--- config.mk ---
export PLATFORM = sky130hd
export DESIGN_NAME = timed_window_mode_sequencer_core
export DESIGN_NICKNAME = d
export VERILOG_FILES = /design/src/sv/twms_pkg.sv /design/src/sv/twms_csr.sv /design/src/sv/twms_window.sv /design/src/sv/twms_phase.sv /design/src/sv/timed_window_mode_sequencer_core.sv
export SDC_FILE = /design/constraint.sdc
export NUM_CORES = 2
export LEC_CHECK = 0
export BUFFER_PORTS_ARGS = -buffer_cell sky130_fd_sc_hd__buf_4
export CELL_PAD_IN_SITES_DETAIL_PLACEMENT = 1
export CELL_PAD_IN_SITES_GLOBAL_PLACEMENT = 2
export CORE_MARGIN = 2
export CORE_UTILIZATION = 44
export CTS_BUF_LIST = sky130_fd_sc_hd__clkbuf_4
export CTS_CLUSTER_DIAMETER = 60
export DETAILED_ROUTE_END_ITERATION = 10
export PLACE_DENSITY = 0.88
export SYNTH_ARGS = -nofsm -noshare
export SYNTH_HDL_FRONTEND = slang
export SYNTH_HIERARCHICAL = 1
export SYNTH_SLANG_ARGS = --single-unit
--- constraint.sdc ---
create_clock -name clock -period 7.1 [get_ports clock]
set_input_delay 1.42 -clock clock [delete_from_list [all_inputs] [get_ports clock]]
set_output_delay 1.42 -clock clock [all_outputs]
set_load 0.01 [all_outputs]
--- src/sv/twms_pkg.sv ---
// Shared types and constants for the timed window mode sequencer.
// Used by every module of the block; depends on nothing else.
package twms_pkg;

   typedef enum logic [1:0] {
      CMD_TICK   = 2'd0,
      CMD_ARM    = 2'd1,
      CMD_DISARM = 2'd2
   } cmd_type;

   typedef enum logic [1:0] {
      PH_STANDBY = 2'd0,
      PH_BEFORE  = 2'd1,
      PH_READY   = 2'd2,
      PH_RUNNING = 2'd3
   } phase_type;

   typedef enum logic [1:0] {
      REG_START_OFFSET = 2'd0,
      REG_END_OFFSET   = 2'd1,
      REG_PREP_LEAD    = 2'd2
   } reg_index_type;

   localparam int unsigned CSR_ADDR_W = 4;
   localparam int unsigned CSR_DATA_W = 32;

   localparam logic [16:0] START_OFFSET_RESET = 17'd0;
   localparam logic [16:0] END_OFFSET_RESET   = 17'd3600;
   localparam logic [15:0] PREP_LEAD_RESET    = 16'd60;

   typedef struct packed {
      logic [16:0] start_offset;
      logic [16:0] end_offset;
      logic [15:0] prep_lead;
   } cfg_type;

   // One word after the midnight floor and the window sums.
   typedef struct packed {
      logic [1:0]  command;
      logic [31:0] current_time;
      logic [31:0] win_start;
      logic [31:0] win_end;
      logic [31:0] win_end_day;
   } win_type;

   typedef struct packed {
      phase_type phase;
      logic      armed;
      logic      start_cycle;
      logic      stop_cycle;
      logic      prepare_request;
      logic      fault;
   } rsp_type;

endpackage

--- src/sv/twms_csr.sv ---
// Configuration registers behind an APB-style port.
// Depends on twms_pkg for register indexes, reset values and cfg_type.
module twms_csr (
   input  logic                              clock,
   input  logic                              reset,
   input  logic                              csr_psel,
   input  logic                              csr_penable,
   input  logic                              csr_pwrite,
   input  logic [twms_pkg::CSR_ADDR_W-1:0]   csr_paddr,
   input  logic [twms_pkg::CSR_DATA_W-1:0]   csr_pwdata,
   output logic [twms_pkg::CSR_DATA_W-1:0]   csr_prdata,
   output logic                              csr_pready,
   output twms_pkg::cfg_type                 cfg
);
   import twms_pkg::*;

   cfg_type       cfg_ff;
   logic          wr_en;
   reg_index_type index;

   assign csr_pready = 1'b1;
   assign wr_en      = csr_psel && csr_penable && csr_pwrite && csr_pready;
   assign index      = reg_index_type'(csr_paddr[3:2]);
   assign cfg        = cfg_ff;

   always_ff @(posedge clock) begin
      if (reset) begin
         cfg_ff.start_offset <= START_OFFSET_RESET;
         cfg_ff.end_offset   <= END_OFFSET_RESET;
         cfg_ff.prep_lead    <= PREP_LEAD_RESET;
      end else if (wr_en) begin
         unique case (index)
            REG_START_OFFSET: cfg_ff.start_offset <= csr_pwdata[16:0];
            REG_END_OFFSET:   cfg_ff.end_offset   <= csr_pwdata[16:0];
            REG_PREP_LEAD:    cfg_ff.prep_lead    <= csr_pwdata[15:0];
            default: ;
         endcase
      end
   end

   always_comb begin
      unique case (index)
         REG_START_OFFSET: csr_prdata = {15'd0, cfg_ff.start_offset};
         REG_END_OFFSET:   csr_prdata = {15'd0, cfg_ff.end_offset};
         REG_PREP_LEAD:    csr_prdata = {16'd0, cfg_ff.prep_lead};
         default:          csr_prdata = '0;
      endcase
   end

endmodule

--- src/sv/twms_window.sv ---
// Input register and the state-free front pipeline: floor to midnight by
// reciprocal multiply with one correction, then the absolute window sums.
// Depends on twms_pkg for win_type and cfg_type.
module twms_window #(
   parameter int unsigned DAY_SECONDS = 86400
) (
   input  logic              clock,
   input  logic              reset,
   input  logic              in_valid,
   output logic              in_ready,
   input  logic [1:0]        in_command,
   input  logic [31:0]       in_time,
   input  twms_pkg::cfg_type cfg,
   output logic              out_valid,
   input  logic              out_ready,
   output twms_pkg::win_type out_win
);
   import twms_pkg::*;

   // floor(2^32 / DAY_SECONDS); the estimate below is short by at most one day.
   localparam logic [32:0] Recip   = 33'((64'd1 << 32) / DAY_SECONDS);
   localparam logic [31:0] DaySec  = 32'(DAY_SECONDS);

   // Stage 1: input register.
   logic        v1_ff;
   logic [1:0]  cmd1_ff;
   logic [31:0] t1_ff;
   // Stage 2: quotient estimate.
   logic        v2_ff;
   logic [1:0]  cmd2_ff;
   logic [31:0] t2_ff, q2_ff, q2_in;
   // Stage 3: quotient times day length.
   logic        v3_ff;
   logic [1:0]  cmd3_ff;
   logic [31:0] t3_ff, prod3_ff, prod3_in;
   // Stage 4: corrected midnight.
   logic        v4_ff;
   logic [1:0]  cmd4_ff;
   logic [31:0] t4_ff, mid4_ff, mid4_in;
   // Stage 5: window sums.
   logic        v5_ff;
   win_type     win5_ff, win5_in;

   logic        en1, en2, en3, en4, en5;
   logic [64:0] recip_prod;
   logic [63:0] day_prod;
   logic [31:0] rem;

   assign en5      = !v5_ff || out_ready;
   assign en4      = !v4_ff || en5;
   assign en3      = !v3_ff || en4;
   assign en2      = !v2_ff || en3;
   assign en1      = !v1_ff || en2;
   assign in_ready = en1;

   assign recip_prod = 65'(t1_ff) * 65'(Recip);
   assign q2_in      = recip_prod[63:32];

   assign day_prod   = 64'(q2_ff) * 64'(DaySec);
   assign prod3_in   = day_prod[31:0];

   assign rem        = t3_ff - prod3_ff;
   assign mid4_in    = (rem >= DaySec) ? (prod3_ff + DaySec) : prod3_ff;

   always_comb begin
      win5_in.command      = cmd4_ff;
      win5_in.current_time = t4_ff;
      win5_in.win_start    = mid4_ff + 32'(cfg.start_offset);
      win5_in.win_end      = mid4_ff + 32'(cfg.end_offset);
      win5_in.win_end_day  = mid4_ff + 32'(cfg.end_offset) + DaySec;
   end

   always_ff @(posedge clock) begin
      if (reset) begin
         v1_ff <= 1'b0;
         v2_ff <= 1'b0;
         v3_ff <= 1'b0;
         v4_ff <= 1'b0;
         v5_ff <= 1'b0;
      end else begin
         if (en1) v1_ff <= in_valid;
         if (en2) v2_ff <= v1_ff;
         if (en3) v3_ff <= v2_ff;
         if (en4) v4_ff <= v3_ff;
         if (en5) v5_ff <= v4_ff;
      end
   end

   always_ff @(posedge clock) begin
      if (en1) begin
         cmd1_ff <= in_command;
         t1_ff   <= in_time;
      end
      if (en2) begin
         cmd2_ff <= cmd1_ff;
         t2_ff   <= t1_ff;
         q2_ff   <= q2_in;
      end
      if (en3) begin
         cmd3_ff  <= cmd2_ff;
         t3_ff    <= t2_ff;
         prod3_ff <= prod3_in;
      end
      if (en4) begin
         cmd4_ff <= cmd3_ff;
         t4_ff   <= t3_ff;
         mid4_ff <= mid4_in;
      end
      if (en5) begin
         win5_ff <= win5_in;
      end
   end

   assign out_valid = v5_ff;
   assign out_win   = win5_ff;

endmodule

--- src/sv/twms_phase.sv ---
// Schedule state (armed flag, phase, window) and the result register.
// Depends on twms_pkg for command and phase codes and the word types.
module twms_phase (
   input  logic              clock,
   input  logic              reset,
   input  logic              in_valid,
   output logic              in_ready,
   input  twms_pkg::win_type in_win,
   input  twms_pkg::cfg_type cfg,
   output logic              out_valid,
   input  logic              out_ready,
   output twms_pkg::rsp_type out_rsp
);
   import twms_pkg::*;

   logic        armed_ff, armed_in;
   phase_type   phase_ff, phase_in;
   logic [31:0] ws_ff, ws_in;
   logic [31:0] we_ff, we_in;
   logic        rsp_valid_ff;
   rsp_type     rsp_ff, rsp_in;

   logic        en, fire;
   logic [31:0] prep_point, we_arm;
   phase_type   expected;
   cmd_type     cmd;

   assign en       = !rsp_valid_ff || out_ready;
   assign fire     = in_valid && en;
   assign in_ready = en;
   assign cmd      = cmd_type'(in_win.command);

   // The preparation point follows the lead as currently configured.
   assign prep_point = ws_ff - 32'(cfg.prep_lead);
   assign we_arm     = (in_win.win_end <= in_win.win_start) ? in_win.win_end_day
                                                            : in_win.win_end;

   always_comb begin
      if (in_win.current_time < prep_point) begin
         expected = PH_BEFORE;
      end else if (in_win.current_time < ws_ff) begin
         expected = PH_READY;
      end else if (in_win.current_time < we_ff) begin
         expected = PH_RUNNING;
      end else begin
         expected = PH_STANDBY;
      end
   end

   always_comb begin
      armed_in = armed_ff;
      phase_in = phase_ff;
      ws_in    = ws_ff;
      we_in    = we_ff;
      rsp_in.start_cycle     = 1'b0;
      rsp_in.stop_cycle      = 1'b0;
      rsp_in.prepare_request = 1'b0;
      rsp_in.fault           = 1'b0;
      unique case (cmd)
         CMD_ARM: begin
            ws_in             = in_win.win_start;
            we_in             = we_arm;
            rsp_in.fault      = (in_win.win_start >= we_arm);
            armed_in          = 1'b1;
            phase_in          = PH_BEFORE;
            rsp_in.stop_cycle = 1'b1;
         end
         CMD_DISARM: begin
            armed_in          = 1'b0;
            phase_in          = PH_STANDBY;
            rsp_in.stop_cycle = 1'b1;
         end
         CMD_TICK: begin
            if (armed_ff && (expected != phase_ff)) begin
               phase_in = expected;
               case (expected)
                  PH_READY:   rsp_in.prepare_request = 1'b1;
                  PH_RUNNING: rsp_in.start_cycle     = 1'b1;
                  default:    rsp_in.stop_cycle      = 1'b1;
               endcase
            end
         end
         default: ;
      endcase
      rsp_in.phase = phase_in;
      rsp_in.armed = armed_in;
   end

   always_ff @(posedge clock) begin
      if (reset) begin
         armed_ff     <= 1'b0;
         phase_ff     <= PH_STANDBY;
         ws_ff        <= '0;
         we_ff        <= '0;
         rsp_valid_ff <= 1'b0;
      end else begin
         if (fire) begin
            armed_ff <= armed_in;
            phase_ff <= phase_in;
            ws_ff    <= ws_in;
            we_ff    <= we_in;
         end
         if (en) rsp_valid_ff <= in_valid;
      end
   end

   always_ff @(posedge clock) begin
      if (fire) rsp_ff <= rsp_in;
   end

   assign out_valid = rsp_valid_ff;
   assign out_rsp   = rsp_ff;

`ifndef SYNTH
   a_one_pulse: assert property (@(posedge clock) disable iff (reset)
      rsp_valid_ff |-> $onehot0({rsp_ff.start_cycle, rsp_ff.stop_cycle,
                                 rsp_ff.prepare_request}))
      else $error("more than one pulse in a result word");

   a_fault_on_arm: assert property (@(posedge clock) disable iff (reset)
      rsp_valid_ff && rsp_ff.fault |->
         rsp_ff.stop_cycle && rsp_ff.armed && (rsp_ff.phase == PH_BEFORE))
      else $error("fault outside an arm result");

   a_disarmed_standby: assert property (@(posedge clock) disable iff (reset)
      !armed_ff |-> (phase_ff == PH_STANDBY))
      else $error("phase left standby while disarmed");

   a_start_running: assert property (@(posedge clock) disable iff (reset)
      rsp_valid_ff && rsp_ff.start_cycle |-> (rsp_ff.phase == PH_RUNNING))
      else $error("start pulse without running phase");

   a_disarm_clears: assert property (@(posedge clock) disable iff (reset)
      fire && (cmd == CMD_DISARM) |=> !armed_ff)
      else $error("disarm did not clear the armed flag");
`endif

endmodule

--- src/sv/timed_window_mode_sequencer_core.sv ---
// Top level of the timed window mode sequencer: configuration registers,
// midnight and window front pipeline, and the phase state with result register.
// Depends on twms_pkg, twms_csr, twms_window and twms_phase.
//
//   channel | direction | handshake            | payload
//   req     | in        | req_tvalid/tready    | tuser command, tdata current_time
//   rsp     | out       | rsp_tvalid/tready    | tdata phase and pulse flags
//   csr     | in/out    | psel/penable, pready | 3 registers at 0x0, 0x4, 0x8
//
// One word is accepted per cycle into the input register while req_tready is
// high; its result word then passes the quotient estimate, day multiply,
// correction and window sums, then the phase update into the result register.
// Reset is synchronous; no clearing pass follows it.
// A stalled result holds its word; earlier stages keep filling until full.
module timed_window_mode_sequencer_core #(
   parameter int unsigned DAY_SECONDS = 86400
) (
   input  logic                              clock,
   input  logic                              reset,
   input  logic                              req_tvalid,
   output logic                              req_tready,
   input  logic [31:0]                       req_tdata,   // [31:0] current_time
   input  logic [1:0]                        req_tuser,   // [1:0] command
   output logic                              rsp_tvalid,
   input  logic                              rsp_tready,
   // [1:0] phase, [2] armed, [3] start_cycle, [4] stop_cycle,
   // [5] prepare_request, [6] fault, [7] zero
   output logic [7:0]                        rsp_tdata,
   input  logic                              csr_psel,
   input  logic                              csr_penable,
   input  logic                              csr_pwrite,
   input  logic [twms_pkg::CSR_ADDR_W-1:0]   csr_paddr,
   input  logic [twms_pkg::CSR_DATA_W-1:0]   csr_pwdata,
   output logic [twms_pkg::CSR_DATA_W-1:0]   csr_prdata,
   output logic                              csr_pready
);
   import twms_pkg::*;

   cfg_type cfg;
   win_type win;
   rsp_type rsp;
   logic    win_valid, win_ready;

   twms_csr u_csr (
      .clock       (clock),
      .reset       (reset),
      .csr_psel    (csr_psel),
      .csr_penable (csr_penable),
      .csr_pwrite  (csr_pwrite),
      .csr_paddr   (csr_paddr),
      .csr_pwdata  (csr_pwdata),
      .csr_prdata  (csr_prdata),
      .csr_pready  (csr_pready),
      .cfg         (cfg)
   );

   twms_window #(
      .DAY_SECONDS (DAY_SECONDS)
   ) u_window (
      .clock      (clock),
      .reset      (reset),
      .in_valid   (req_tvalid),
      .in_ready   (req_tready),
      .in_command (req_tuser),
      .in_time    (req_tdata),
      .cfg        (cfg),
      .out_valid  (win_valid),
      .out_ready  (win_ready),
      .out_win    (win)
   );

   twms_phase u_phase (
      .clock     (clock),
      .reset     (reset),
      .in_valid  (win_valid),
      .in_ready  (win_ready),
      .in_win    (win),
      .cfg       (cfg),
      .out_valid (rsp_tvalid),
      .out_ready (rsp_tready),
      .out_rsp   (rsp)
   );

   assign rsp_tdata = {1'b0, rsp.fault, rsp.prepare_request, rsp.stop_cycle,
                       rsp.start_cycle, rsp.armed, rsp.phase};

endmodule
==> out/summary.json <==
{
  "run_status": {"value": "finished clean"},
  "cts.path.max_buffers": {"value": 3},
  "die_ar": {"value": 80000, "unit": "um^2"},
  "htree_num_levels": {"value": 4},
  "design.final.nets": {"value": 4163},
  "synth-seq-area-share": {"value": 36.3, "unit": "%"},
  "place.detailed.hpwl": {"value": 73700, "unit": "um"},
  "ys_ff_latch": {"value": 455},
  "worst_ep_required_time": {"value": 7770, "unit": "ps"},
  "period_share": {"value": 93.2, "unit": "%"},
  "post-cts-setup-buffers": {"value": 0},
  "regArea": {"value": 12400, "unit": "um^2"},
  "drt_iter0_markers": {"value": 1050},
  "first_global_vias": {"value": 27400},
  "synth.distinct_cells": {"value": 100},
  "start_util": {"value": 44.3, "unit": "%"},
  "max_clock_freq": {"value": 0.151, "unit": "GHz"},
  "floorplan.rows": {"value": 102},
  "fin_skew": {"value": 86.8, "unit": "ps"},
  "multiInputGateArea": {"value": 19500, "unit": "um^2"},
  "cp_slowest_stage_delay": {"value": 600, "unit": "ps"},
  "numCtsBuffers": {"value": 132},
  "gp_routability_congestion": {"value": 0.859},
  "final_report_max_slew_violation_count": {"value": 0},
  "syn-instance-count": {"value": 3227},
  "vias": {"value": 24600},
  "die_y": {"value": 283, "unit": "um"},
  "min-delay-path-class": {"value": "flop to flop"},
  "n_fill_cell": {"value": 8586},
  "clk_pin_slew_worst_paths": {"value": 70, "unit": "ps"},
  "worst_slew_pin_slew": {"value": 1310, "unit": "ps"},
  "first_pass_grt_wire_length": {"value": 146000, "unit": "um"},
  "synth_top_cell_area_share": {"value": 29.1, "unit": "%"},
  "area.growth.synth_to_final": {"value": 9.82, "unit": "%"},
  "route.detailed.vias_per_inst": {"value": 5.42},
  "pre_repair_dr_iteration_count": {"value": 7},
  "crit_type": {"value": "flop to flop"},
  "drive_above_1_share": {"value": 10.8, "unit": "%"},
  "tritoncts": {"value": "done"},
  "die_width": {"value": 283, "unit": "um"},
  "totalNegativeSetupSlack": {"value": 0, "unit": "ps"},
  "boundary_pin_count": {"value": 120},
  "root_buffer": {"value": "sky130_fd_sc_hd__clkbuf_4"},
  "largest_driver_fanout_on_the_critical_path": {"value": 6},
  "critical_path.startpoint_type": {"value": "flop"},
  "count_of_warnings_emitted_by_yosys": {"value": 6},
  "postSynth.asyncResetShare": {"value": 0, "unit": "%"},
  "finalWirelength": {"value": 92600, "unit": "um"},
  "kind_of_end_point_of_the_critical_path": {"value": "flop"},
  "timing.max_cap.violations": {"value": 0},
  "number_of_synthesized_flops_with_an_enable_pin": {"value": 332},
  "routedWlPerCell": {"value": 20.4, "unit": "um"},
  "clk_latency": {"value": 990, "unit": "ps"},
  "groute.usage.overall": {"value": 23.6, "unit": "%"},
  "hold_violations": {"value": 0},
  "ys_top_cells_by_area": {"value": "sky130_fd_sc_hd__edfxtp_1 (29%), sky130_fd_sc_hd__ha_1 (19%), sky130_fd_sc_hd__fa_1 (9.6%)"},
  "drt_drc_violations_left": {"value": 0},
  "layout_commonest_cell": {"value": "sky130_fd_sc_hd__ha_1"},
  "syn_area": {"value": 34200, "unit": "um^2"},
  "ys.flop_type": {"value": "sky130_fd_sc_hd__edfxtp_1"},
  "most-common-layout-cells": {"value": "sky130_fd_sc_hd__ha_1 (523), sky130_fd_sc_hd__inv_1 (504), sky130_fd_sc_hd__edfxtp_1 (332)"},
  "grt.overflow.total": {"value": 0},
  "final.min_clock_period": {"value": 6620, "unit": "ps"},
  "post_cts.resized_instances": {"value": 0},
  "final_antenna_net_count": {"value": 0},
  "critical_path.cell_chain": {"value": "inv_1, fa_1, inv_1, ha_1, ha_1, fa_1, fa_1, inv_1, fa_1, inv_1, ha_1, a21oi_1, nor2_1, or4b_1, or4_1, o21ai_2, o21ai_1, a221oi_1, o21bai_1, xnor2_1"},
  "antenna_found_initial": {"value": 2},
  "most_area_hungry_cell_type_in_the_yosys_netlist": {"value": "sky130_fd_sc_hd__edfxtp_1"},
  "post_synthesis_average_cell_area": {"value": 10.6, "unit": "um^2"},
  "critPathArrivalTime": {"value": 7280, "unit": "ps"},
  "worst_slew_margin_rel": {"value": 12.2, "unit": "%"},
  "numClockSinks": {"value": 455},
  "grt_setup_unrepaired": {"value": "no"},
  "timing.final.setup_violations": {"value": 0},
  "pin_count_of_the_biggest_net_entering_global_routing": {"value": 102},
  "floorplan.core_area": {"value": 77200, "unit": "um^2"},
  "place.port_buffers": {"value": 85},
  "slowest_stage": {"value": "sky130_fd_sc_hd__edfxtp_1"},
  "holdBufCountCts": {"value": 0}
}
critical path, delay by kind of cell, from the launching register on:
| family | cells | cell delay (ps) |
|---|---|---|
| adders and majority gates | 7 | 2920 |
| xor gates and xnor gates | 1 | 160 |
| DFF | 1 | 600 |
| and+or+nand+nor | 3 | 1070 |
| buffers and inverters | 4 | 400 |
| AOI/OAI and AO/OA | 5 | 1190 |
cell type report:
cell class              count  area share, %
multi-input cells        2193           51.8
diodes                      5         0.0333
inverters                 506           5.06
clock inverters            47          0.699
clock buffers             182           3.64
well taps                1040           3.46
flip-flops and latches    455           33.1
repair buffers            111           2.22
registers in the layout, summed over array words and instances, names as in the netlist, 7 cells and up:
register	count
u_window/t1_ff	32
u_window/prod3_ff	25
u_window/q2_ff	16
u_window/t2_ff	32
u_phase/out_rsp	7
u_phase/ws_ff	32
u_csr/cfg	50
u_phase/we_ff	32
u_window/t3_ff	32
u_window/out_win	123
u_window/mid4_ff	25
u_window/t4_ff	32
stage by stage:
stage	cells	hold WS [ps]	util [%]	area [um^2]	worst slack, ps
2_1_floorplan	3241	400	-	34300	1000
3_3_place_gp	4305	403	46.5	35900	591
3_5_place_dp	4305	405	46.5	35900	508
4_1_cts	4534	397	48.6	37600	440
5_1_grt	4539	407	48.7	37600	279
6_report	4539	399	48.7	37600	483
path summary, 6_finish.rpt:
check / from / cells past startpoint / slack (ps) / to
setup / recovery: u_window/t1_ff[17]$_DFFE_PP_ / 20 / 480 / u_window/q2_ff[15]$_DFFE_PP_
hold / removal: u_window/t3_ff[1]$_DFFE_PP_ / 0 / 400 / u_window/t4_ff[1]$_DFFE_PP_
setup reg to reg: u_window/t1_ff[17]$_DFFE_PP_ / 20 / 480 / u_window/q2_ff[15]$_DFFE_PP_
hold reg to reg: u_window/t3_ff[1]$_DFFE_PP_ / 0 / 400 / u_window/t4_ff[1]$_DFFE_PP_
metal layers:
metal  GRT usage, %  share of wire (%)
met5              0                  0
met2           44.1                 53
met1           26.6                 40
met3           3.62                2.9
met4           9.78                3.3
cell usage after synthesis, drive strengths merged, types with 51 or more instances:
library cell,n
edfxtp,332
buf,51
nor2,174
dfxtp,123
mux2i,103
inv,506
a21o,69
a21oi,159
fa,164
nand2,180
nand2b,78
xnor2,98
o21ai,118
ha,523
cell families (layout without fill, tap and decap cells):
family	after synthesis	in the layout	share of synthesized area (%)
AO/OA/AOI/OAI	577	577	11.3
XOR/XNOR	139	139	3.58
adder cells (fa/ha/maj)	687	687	28.7
buffers and inverters	593	846	7.01
flip-flops	455	455	36.3
multiplexers	106	106	3.12
other	3	22	0.0329
AND/OR/NAND/NOR	667	667	9.88
Power is left out: the tool's default activity adds up to more than one toggle a clock period on the data nets, which glitch-free logic cannot reach.
